`src/cdte_pkg.sv`:
```
// ----------------------------------------------------------------------------
// cdte_pkg
// Types, command codes and calendar helpers for the date and time set editor.
// ----------------------------------------------------------------------------
`default_nettype none

package cdte_pkg;

    localparam int NFIELDS = 6;

    // command codes on the input channel
    typedef enum logic [2:0] {
        CMD_TICK = 3'd0,
        CMD_MODE = 3'd1,
        CMD_NEXT = 3'd2,
        CMD_UP   = 3'd3,
        CMD_DOWN = 3'd4,
        CMD_READ = 3'd5
    } t_cmd;

    // store indexes
    localparam logic [2:0] FLD_YEAR   = 3'd0;
    localparam logic [2:0] FLD_MONTH  = 3'd1;
    localparam logic [2:0] FLD_DAY    = 3'd2;
    localparam logic [2:0] FLD_HOUR   = 3'd3;
    localparam logic [2:0] FLD_MINUTE = 3'd4;
    localparam logic [2:0] FLD_SECOND = 3'd5;

    localparam logic [9:0] BLINK_RESET = 10'd500;

    // one store entry, and a working copy wide enough for +1 and -1
    typedef logic [6:0]        t_entry;
    typedef logic signed [8:0] t_work;

    // days in a month; zero for a month code outside 1..12
    function automatic logic [4:0] month_days(input t_entry month,
                                              input logic [1:0] year_lo);
        logic [4:0] len;
        case (month)
            7'd1, 7'd3, 7'd5, 7'd7, 7'd8, 7'd10, 7'd12: len = 5'd31;
            7'd4, 7'd6, 7'd9, 7'd11:                    len = 5'd30;
            7'd2:    len = (year_lo == 2'd0) ? 5'd29 : 5'd28;
            default: len = 5'd0;
        endcase
        return len;
    endfunction

endpackage

`default_nettype wire

```
`src/clock_date_time_set_editor_core.sv`:
```
// ----------------------------------------------------------------------------
// clock_date_time_set_editor_core
// Date and time setting menu: show/edit mode, field select, up/down editing
// with calendar wrap, and a tick-driven blink phase.
// ----------------------------------------------------------------------------
// Usage:
//   Input channel (i_valid / o_ready) carries one event per transfer: a tick,
//   a mode, next, up or down key, or a clock reading with six date and time
//   fields. Each event yields exactly one result on the output channel
//   (o_valid / i_ready): mode, selected field, blank flag, commit pulse and
//   the store as it stands after the event.
//   A result is registered at the edge after its input transfer. Throughput is
//   one event per cycle while the receiver takes results; the state update and
//   the calendar wrap are a single level of registered logic.
//   When the receiver stalls, the result register holds and o_ready follows
//   i_ready, so one new event can still enter as the held result leaves.
//   Reset (synchronous, active low) selects show mode, field 0, blink phase
//   off, tick count zero, store 00-01-01 00:00:00 and blink_ticks 500.
//   i_cfg_we writes blink_ticks from i_cfg_data; write only while idle.
// ----------------------------------------------------------------------------
`default_nettype none

module clock_date_time_set_editor_core
    import cdte_pkg::*;
(
    input  wire logic       i_clk,
    input  wire logic       i_rst_n,
    input  wire logic       i_cfg_we,
    input  wire logic [9:0] i_cfg_data,
    input  wire logic       i_valid,
    output logic            o_ready,
    input  wire logic [2:0] i_cmd,
    input  wire logic [6:0] i_in_year,
    input  wire logic [3:0] i_in_month,
    input  wire logic [4:0] i_in_day,
    input  wire logic [4:0] i_in_hour,
    input  wire logic [5:0] i_in_minute,
    input  wire logic [5:0] i_in_second,
    output logic            o_valid,
    input  wire logic       i_ready,
    output logic            o_editing,
    output logic [2:0]      o_field_sel,
    output logic            o_blank_selected,
    output logic            o_commit,
    output logic [6:0]      o_out_year,
    output logic [3:0]      o_out_month,
    output logic [4:0]      o_out_day,
    output logic [4:0]      o_out_hour,
    output logic [5:0]      o_out_minute,
    output logic [5:0]      o_out_second
);

    // state
    logic [9:0] r_blink_ticks;
    logic       r_edit, n_edit;
    logic [2:0] r_sel, n_sel;
    logic       r_blink, n_blink;
    logic [9:0] r_ticks, n_ticks;
    t_entry     r_store [NFIELDS];
    t_entry     n_store [NFIELDS];

    // result register
    logic       r_valid;
    logic       r_res_edit, r_res_blank, r_res_commit, n_commit;
    logic [2:0] r_res_sel;
    t_entry     r_res_store [NFIELDS];

    logic        w_in_xfer;
    t_work       w_work [NFIELDS];
    logic [4:0]  w_len;
    logic [10:0] w_tick_next;

    assign o_ready   = !r_valid || i_ready;
    assign w_in_xfer = i_valid && o_ready;

    always_comb begin
        n_edit      = r_edit;
        n_sel       = r_sel;
        n_blink     = r_blink;
        n_ticks     = r_ticks;
        n_commit    = 1'b0;
        n_store     = r_store;
        w_len       = 5'd0;
        w_tick_next = {1'b0, r_ticks} + 11'd1;
        for (int i = 0; i < NFIELDS; i++) begin
            w_work[i] = $signed({2'b00, r_store[i]});
        end

        case (i_cmd)
            CMD_TICK: begin
                if (w_tick_next >= {1'b0, r_blink_ticks}) begin
                    n_ticks = 10'd0;
                    n_blink = !r_blink;
                end else begin
                    n_ticks = w_tick_next[9:0];
                end
            end
            CMD_MODE: begin
                if (!r_edit) begin
                    n_edit = 1'b1;
                    n_sel  = FLD_YEAR;
                end else begin
                    n_edit   = 1'b0;
                    n_commit = 1'b1;
                end
            end
            CMD_NEXT: begin
                if (r_edit) begin
                    n_sel = (r_sel >= FLD_SECOND) ? FLD_YEAR : r_sel + 3'd1;
                end
            end
            CMD_UP: begin
                if (r_edit) begin
                    for (int i = 0; i < NFIELDS; i++) begin
                        if (3'(i) == r_sel) w_work[i] = w_work[i] + 9'sd1;
                    end
                    // wrap every field above its range back to its low end; the day only for a month in 1..12
                    if (w_work[FLD_YEAR] > 9'sd99)   w_work[FLD_YEAR]  = 9'sd0;
                    if (w_work[FLD_MONTH] > 9'sd12)  w_work[FLD_MONTH] = 9'sd1;
                    w_len = month_days(w_work[FLD_MONTH][6:0], w_work[FLD_YEAR][1:0]);
                    if (w_len != 5'd0 && w_work[FLD_DAY] > $signed({4'b0000, w_len}))
                        w_work[FLD_DAY] = 9'sd1;
                    if (w_work[FLD_HOUR] > 9'sd23)   w_work[FLD_HOUR]   = 9'sd0;
                    if (w_work[FLD_MINUTE] > 9'sd59) w_work[FLD_MINUTE] = 9'sd0;
                    if (w_work[FLD_SECOND] > 9'sd59) w_work[FLD_SECOND] = 9'sd0;
                    for (int i = 0; i < NFIELDS; i++) n_store[i] = w_work[i][6:0];
                end
            end
            CMD_DOWN: begin
                if (r_edit) begin
                    for (int i = 0; i < NFIELDS; i++) begin
                        if (3'(i) == r_sel) w_work[i] = w_work[i] - 9'sd1;
                    end
                    if (w_work[FLD_YEAR] < 9'sd0)  w_work[FLD_YEAR]  = 9'sd99;
                    if (w_work[FLD_MONTH] < 9'sd1) w_work[FLD_MONTH] = 9'sd12;
                    w_len = month_days(w_work[FLD_MONTH][6:0], w_work[FLD_YEAR][1:0]);
                    if (w_len != 5'd0) begin
                        if (w_work[FLD_DAY] < 9'sd1)
                            w_work[FLD_DAY] = $signed({4'b0000, w_len});
                        if (w_work[FLD_DAY] > $signed({4'b0000, w_len}))
                            w_work[FLD_DAY] = 9'sd1;
                    end
                    if (w_work[FLD_HOUR] < 9'sd0)   w_work[FLD_HOUR]   = 9'sd23;
                    if (w_work[FLD_MINUTE] < 9'sd0) w_work[FLD_MINUTE] = 9'sd59;
                    if (w_work[FLD_SECOND] < 9'sd0) w_work[FLD_SECOND] = 9'sd59;
                    for (int i = 0; i < NFIELDS; i++) n_store[i] = w_work[i][6:0];
                end
            end
            CMD_READ: begin
                // readings are dropped while editing
                if (!r_edit) begin
                    n_store[FLD_YEAR]   = i_in_year;
                    n_store[FLD_MONTH]  = {3'b000, i_in_month};
                    n_store[FLD_DAY]    = {2'b00, i_in_day};
                    n_store[FLD_HOUR]   = {2'b00, i_in_hour};
                    n_store[FLD_MINUTE] = {1'b0, i_in_minute};
                    n_store[FLD_SECOND] = {1'b0, i_in_second};
                end
            end
            default: begin
            end
        endcase
    end

    always_ff @(posedge i_clk) begin
        if (!i_rst_n) begin
            r_blink_ticks     <= BLINK_RESET;
            r_edit            <= 1'b0;
            r_sel             <= FLD_YEAR;
            r_blink           <= 1'b0;
            r_ticks           <= 10'd0;
            r_store[FLD_YEAR]   <= 7'd0;
            r_store[FLD_MONTH]  <= 7'd1;
            r_store[FLD_DAY]    <= 7'd1;
            r_store[FLD_HOUR]   <= 7'd0;
            r_store[FLD_MINUTE] <= 7'd0;
            r_store[FLD_SECOND] <= 7'd0;
            r_valid           <= 1'b0;
        end else begin
            if (i_cfg_we) r_blink_ticks <= i_cfg_data;
            if (w_in_xfer) begin
                r_edit  <= n_edit;
                r_sel   <= n_sel;
                r_blink <= n_blink;
                r_ticks <= n_ticks;
                r_store <= n_store;
                r_valid <= 1'b1;
            end else if (i_ready) begin
                r_valid <= 1'b0;
            end
        end
    end

    // result payload, loaded on each input transfer
    always_ff @(posedge i_clk) begin
        if (w_in_xfer) begin
            r_res_edit   <= n_edit;
            r_res_sel    <= n_sel;
            r_res_blank  <= n_edit && n_blink;
            r_res_commit <= n_commit;
            r_res_store  <= n_store;
        end
    end

    assign o_valid          = r_valid;
    assign o_editing        = r_res_edit;
    assign o_field_sel      = r_res_sel;
    assign o_blank_selected = r_res_blank;
    assign o_commit         = r_res_commit;
    assign o_out_year       = r_res_store[FLD_YEAR];
    assign o_out_month      = r_res_store[FLD_MONTH][3:0];
    assign o_out_day        = r_res_store[FLD_DAY][4:0];
    assign o_out_hour       = r_res_store[FLD_HOUR][4:0];
    assign o_out_minute     = r_res_store[FLD_MINUTE][5:0];
    assign o_out_second     = r_res_store[FLD_SECOND][5:0];

    // commit only on the transfer that leaves edit mode
    a_commit_leaves_edit: assert property (@(posedge i_clk) disable iff (!i_rst_n)
        (o_valid && o_commit) |-> !o_editing)
        else $error("commit with edit mode still set");

    a_blank_needs_edit: assert property (@(posedge i_clk) disable iff (!i_rst_n)
        (o_valid && o_blank_selected) |-> o_editing)
        else $error("blank flag outside edit mode");

    a_sel_in_range: assert property (@(posedge i_clk) disable iff (!i_rst_n)
        r_sel <= FLD_SECOND)
        else $error("selected field out of range");

    a_mode_follows_result: assert property (@(posedge i_clk) disable iff (!i_rst_n)
        w_in_xfer |=> (o_editing == r_edit && o_field_sel == r_sel))
        else $error("result mode differs from state");

endmodule

`default_nettype wire
```
`config.mk`:
```
export PLATFORM = sky130hd
export DESIGN_NAME = clock_date_time_set_editor_core
export DESIGN_NICKNAME = d
export VERILOG_FILES = /design/src/cdte_pkg.sv /design/src/clock_date_time_set_editor_core.sv
export SDC_FILE = /design/constraint.sdc
export NUM_CORES = 1
export LEC_CHECK = 0
export BUFFER_PORTS_ARGS = -buffer_cell sky130_fd_sc_hd__buf_2
export CAP_MARGIN = 5
export CORE_MARGIN = 1
export CORE_UTILIZATION = 35
export DETAILED_ROUTE_END_ITERATION = 8
export PLACE_DENSITY = 0.61
export SLEW_MARGIN = 30
export SYNTH_ARGS = -nofsm -noshare
export SYNTH_HDL_FRONTEND = slang
export SYNTH_SLANG_ARGS = --single-unit
```
`constraint.sdc`:
```
create_clock -name i_clk -period 5.7 [get_ports i_clk]
set_clock_uncertainty 0.05 [all_clocks]
set_input_delay 0.57 -clock i_clk [delete_from_list [all_inputs] [get_ports i_clk]]
set_output_delay 0.57 -clock i_clk [all_outputs]
set_load 0.005 [all_outputs]
```
[Yosys cells after proc, flatten, opt, wreduce, memory -nomap -nowiden]
Cells that the tools add are included.
Word-level totals
  bits in read-only memories: 0
  memories: 0
  input port bits: 51
  latch bits: 0
  output and inout bits: 41
  memory bits (writable): 0
  word-level logic and storage cells: 188
  register bits after elaboration: 107
Cells by class
  order comparisons: 15
  reductions and logical operators: 18
  shifts and indexed selects: 0
  multipliers: 0
  muxes and demuxes: 85
  divide/modulo/power cells: 0
  bitwise gates (word level): 0
  $add $sub $neg: 14
  eq/ne operators: 34
Operators by type and width (number)
  $mux W9: 34
  $mux W7: 21
  $mux W42: 3
  $pmux W42 S3: 1
  $eq A7 B4 Y1 const B: 10
  $eq A7 B3 Y1 const B: 8
  $add A7 B1 Y8 const B: 6
  $mux W8: 6
  $sub A7 B1 Y8 const B: 6
  $lt A9 B1 Y1 const B: 4
  $pmux W5 S3: 2
  $eq A7 B2 Y1 const B: 4
  $mux W5: 4
  $gt A9 B6 Y1: 2
  $gt A9 B7 Y1 const B: 2
  $lt A9 B2 Y1 const B: 2
  $eq A7 B1 Y1 const B: 2
  $reduce_or A7 Y1: 2
  $add A10 B1 Y11 const B: 1
  $ge A11 B10 Y1: 1
  $mux W10: 1
  $reduce_bool A5 Y1: 2
  $gt A9 B5 Y1 const B: 1
  $gt A9 B6 Y1 const B: 1
  other kinds (20): 40

[Depth between registers and ports, before layout]
  word-level depth: 22
  mapped depth: 22
  mapped depth without buffers: 20

[Worst setup path before layout]
OpenSTA, ideal clock, no wires.
  kind: reg-to-reg
  start point: reg r_sel[0]
  end point: reg r_store[26] (netlist name)
  path buffers: 2
  cell stages (with the launch flop): 21
  clock period less this slack: 4606 ps
  setup slack: 1094 ps
  data required time: 5575 ps
  setup time: 75 ps
  arrival: 4481 ps
  path through: dfxtp_1 > inv_1 > ha_1 > nor2b_1 > clkbuf_1 > xnor2_1 > or4b_2 > nor3_1 > ha_1 > clkbuf_1 > inv_1 > a2111oi_4 > a21o_1 > ha_1 > o21a_1 > o22a_1 > and3_1 > a311o_1 > o211a_2 > or3_1 > a31oi_1
On the way
  word-level cells in the longest chain between the ends: 22
  elaborated cells between the ends (all ways): 91
  classes of those cells: order compare: 7; eq/ne: 26; mux: 48; reduce/logical: 10
RTL lines
  start: declaration: RTL line clock_date_time_set_editor_core.sv:56  | logic [2:0] r_sel, n_sel;
  start signal: assignment: RTL line clock_date_time_set_editor_core.sv:183  | r_sel <= n_sel;
  $eq A1 B3 Y1 / $logic_not A3 Y1 (equally long branches): RTL line clock_date_time_set_editor_core.sv:115, clock_date_time_set_editor_core.sv:132
  $mux W9: RTL line clock_date_time_set_editor_core.sv:132  | if (3'(i) == r_sel) w_work[i] = w_work[i] - 9'sd1;
  $mux W9: RTL line clock_date_time_set_editor_core.sv:130  | if (r_edit) begin
  $mux W9: RTL line clock_date_time_set_editor_core.sv:89  | case (i_cmd)
  $lt A9 B2 Y1 / $lt A9 B1 Y1 (equally long branches): RTL line clock_date_time_set_editor_core.sv:135, clock_date_time_set_editor_core.sv:134
  $mux W7, on equally long branches: RTL line clock_date_time_set_editor_core.sv:135, clock_date_time_set_editor_core.sv:134
  $mux W7: RTL line clock_date_time_set_editor_core.sv:130
  $mux W7: RTL line clock_date_time_set_editor_core.sv:89
  (+6 left out)
  $mux W9: RTL line clock_date_time_set_editor_core.sv:137  | if (w_len != 5'd0) begin
  $mux W9: RTL line clock_date_time_set_editor_core.sv:130
  $mux W9: RTL line clock_date_time_set_editor_core.sv:89
  $gt A9 B6 Y1: RTL line clock_date_time_set_editor_core.sv:140  | if (w_work[FLD_DAY] > $signed({4'b0000, w_len}))
  $mux W7: RTL line clock_date_time_set_editor_core.sv:140
  $mux W7: RTL line clock_date_time_set_editor_core.sv:137
  $mux W42: RTL line clock_date_time_set_editor_core.sv:130
  $pmux W42 S3 (*): RTL line clock_date_time_set_editor_core.sv:89
  end signal: assignment: RTL line clock_date_time_set_editor_core.sv:186  | r_store <= n_store;
  end: declaration: RTL line clock_date_time_set_editor_core.sv:59  | t_entry r_store [NFIELDS];
Every way passes the cells marked *; elsewhere a longest branch is shown, timed or not. The select of a mux whose other input is x is not followed.
A chain may end at the register's enable or synchronous reset.

[Worst setup path in the final report]
Ends and elaborated chain as after synthesis.

==> flow_summary.ini <==
[status]
outcome = completed

[critical_path]
crit_start = r_sel[0]
criticalPathCategory = reg -> reg
rr_worst_depth = 19
r2r-end = r_store[26]
crit_required_ns = 5.94
reg2reg_from = r_sel[0]
r2r_slack_ns = 0.54
cp_max_fo = 8
start_kind = register
arrival_ns = 5.40
worstSetupEndpointType = register

[sta]
fmax_mhz = 193.8
period_minus_slack_ns = 5.159
setup_tns_ns = 0
slew_viol_final = 0
rsz0062_at_grt = no
tightest_slew_ns = 1.045
maxSlewHeadroom = 0.2988
setup_ws_ns = 0.5409
finalHoldViolCount = 0
fin_crit_sh = 0.9051
finalSetupViolations = 0

[cells_and_area]
num-fill-cells = 2506
drive_gt1_frac = 0.1509
ff_latch_area_sq_mm = 0.002534
area_growth_pct = 11.10
num_antenna_cells = 0
multi_input_area_sq_mm = 0.005682
nets = 1245

[power]
ir_drop_v = 0.0001500
power_switching_share = 0.3301
p_switching_mw = 0.6451
p_leak_nw = 3.768
comb_power_share = 0.192
p_seq_frac = 0.462
clockPowerShare = 0.346
powerDensity_mw_per_mm2 = 201.4
internal-power_mw = 1.309
power_mw = 1.955

[die]
die_h_um = 160.0
num_rows = 57
io-pin-count = 92
core_area_sq_mm = 0.02439
die_area_sq_mm = 0.02559
die_w_um = 160.0
start_util = 0.3581

[routing]
drt-wirelength-per-cell_um = 19.12
drt_iter0_markers = 890
firstDrtPassIters = 7
vias = 8762
route.detailed.drc = 0
wl_mm = 28.37
vias_per_cell = 5.904
antenna_left = 0

[yosys]
ys_top_cells_by_area = dfxtp_1, edfxtp_1, ha_1
post_synth.cell_area_avg_sq_um = 7.812
synth_area_leader_cell = dfxtp_1
synth_edf_count = 39
synth.distinct_cells = 100
synth_most_common_cell = nand2_1
synth-main-ff-cell = dfxtp_1
synth_area_sq_mm = 0.008733
synth.top_cell.area_share = 0.1559
syn_inst = 1118
synth_seq_area_share = 0.2900
synth-seq-cells = 107
ys_warn_count = 0
synth_commonest_cells = nand2_1, nor2_1, o21ai_0, dfxtp_1, a21oi_1
synth_nets = 1208
async_flop_share = 0

[global_routing]
grt_max_degree = 50
grt_use_total = 0.2173
use_met3 = 0.03247
first_global_vias = 7972
grt_pass1_wl_mm = 44.35
overflow = 0
grt_antenna_before_repair = 0
busiest_layer = met2
grt_util_met1 = 0.3031
use_met2 = 0.3387

[hold_path]
worstHoldStart = i_cfg_data[2]
hp-class = in -> reg
hold_end = r_blink_ticks[2]
whs_path_depth = 3

[placement]
port_buffers = 91
dpl.hpwl_mm = 20.04
preCtsSetupSlack_ns = 0.6016
gp_congestion = 0.9220

[cts]
ctsResizeCount = 0
cts_tree = done
htree_levels = 3
clockBufferDepth = 2
ctsHoldBuffers = 0
clkTransAtPathRegs_ns = 0.09
clock-root-buffer = clkbuf_16
clock_sinks = 107
cts_made_buffers = 9
clock_latency_ns = 0.38
postCtsSetupRepairBufs = 0

[run]
cap_violations = 0
## state kept, by name, indices dropped and copies added (netlist names), 3 cells and up
signal / cells
r_ticks: 10
r_store: 42
o_out_second: 6
o_out_hour: 5
o_field_sel: 3
o_out_minute: 6
o_out_day: 5
r_blink_ticks: 10
o_out_month: 4
r_sel: 3
o_out_year: 7
## through the flow
stage / cell area (sq um) / hold slack, ns / std cells / utilization
final: 9703 / 0.3456 / 1484 / 0.3978
after global routing: 9703 / 0.3523 / 1484 / 0.3978
after CTS: 9703 / 0.3373 / 1484 / 0.3978
after detailed placement: 9389 / 0.4276 / 1468 / 0.3849
after global placement: 9389 / 0.4238 / 1468 / 0.3849
after floorplan: 8733 / 0.4040 / 1118 / -
## power by group through the flow
stage               clock, mW  sequential (mW)  combinational, mW
CTS                     0.691            0.901              0.373
global route            0.721            0.910              0.413
floorplan                   0            0.887              0.271
finish                  0.676            0.903              0.375
detailed placement          0            0.918              0.371
global placement            0            0.918              0.368
## metal layers
metal / up-vias / part of all wire
met1: 4116 / 0.46
met5: - / 0
met2: 372 / 0.45
met3: 47 / 0.066
li1: 4227 / -
met4: 0 / 0.025
## layout by cell type, fill, tap and decap left out, types with 12 or more instances in the layout
cell,n
nand2b_1,16
a21oi_1,66
inv_1,46
xnor2_1,27
a22oi_1,12
nor3_1,33
dfxtp_1,67
buf_4,17
o21a_1,15
and3_1,12
a21o_1,15
nand2_1,122
edfxtp_1,39
nor2_1,87
nand4_1,20
o211ai_1,18
ha_1,39
o21ai_0,77
a31oi_1,23
buf_2,91
nand3_1,53
## logic make-up (layout without fill, tap and decap cells)
kind of cell / Yosys count / in the layout / synth area share
simple gates: 437 / 437 / 0.2592
flops: 107 / 107 / 0.2900
fa+ha+maj: 39 / 39 / 0.05587
mux: 12 / 12 / 0.01404
xor+xnor: 37 / 37 / 0.03711
buf+inv: 131 / 173 / 0.05974
compound gates: 355 / 355 / 0.2841
## worst max-delay path by stage
stage | to | slack [ns]
3_5_place_dp | r_store[26] | 0.60
6_report | r_store[26] | 0.54
4_1_cts | r_store[26] | 0.53
3_3_place_gp | r_store[26] | 0.73
5_1_grt | r_store[21] | 0.16
2_1_floorplan | r_store[26] | 1.09
## worst max-delay path: stages, from the launching register on
cell and delay (ns):
dfxtp_1 0.38, inv_1 0.10, ha_1 0.23, nor2b_1 0.42, nand2_1 0.12, xnor2_1 0.18
or4b_2 0.64, nor3_1 0.16, ha_1 0.35, inv_1 0.19, a2111oi_4 0.08, a21o_1 0.19
ha_1 0.19, a2111oi_0 0.33, o21ai_0 0.18, and3_1 0.23, a311o_1 0.35, o211a_2 0.17
or3_1 0.36, a31oi_1 0.17
## layout make-up
cell class                 instances  area share
clock buffer                       9     0.02321
clock inverter                     7    0.009155
inverter                          49     0.01908
multi-input combinational        880      0.5856
sequential                       107      0.2611
tap                              324     0.04178
timing repair buffer             108     0.06009
No activity file was read; power rests on OpenSTA's default activity.
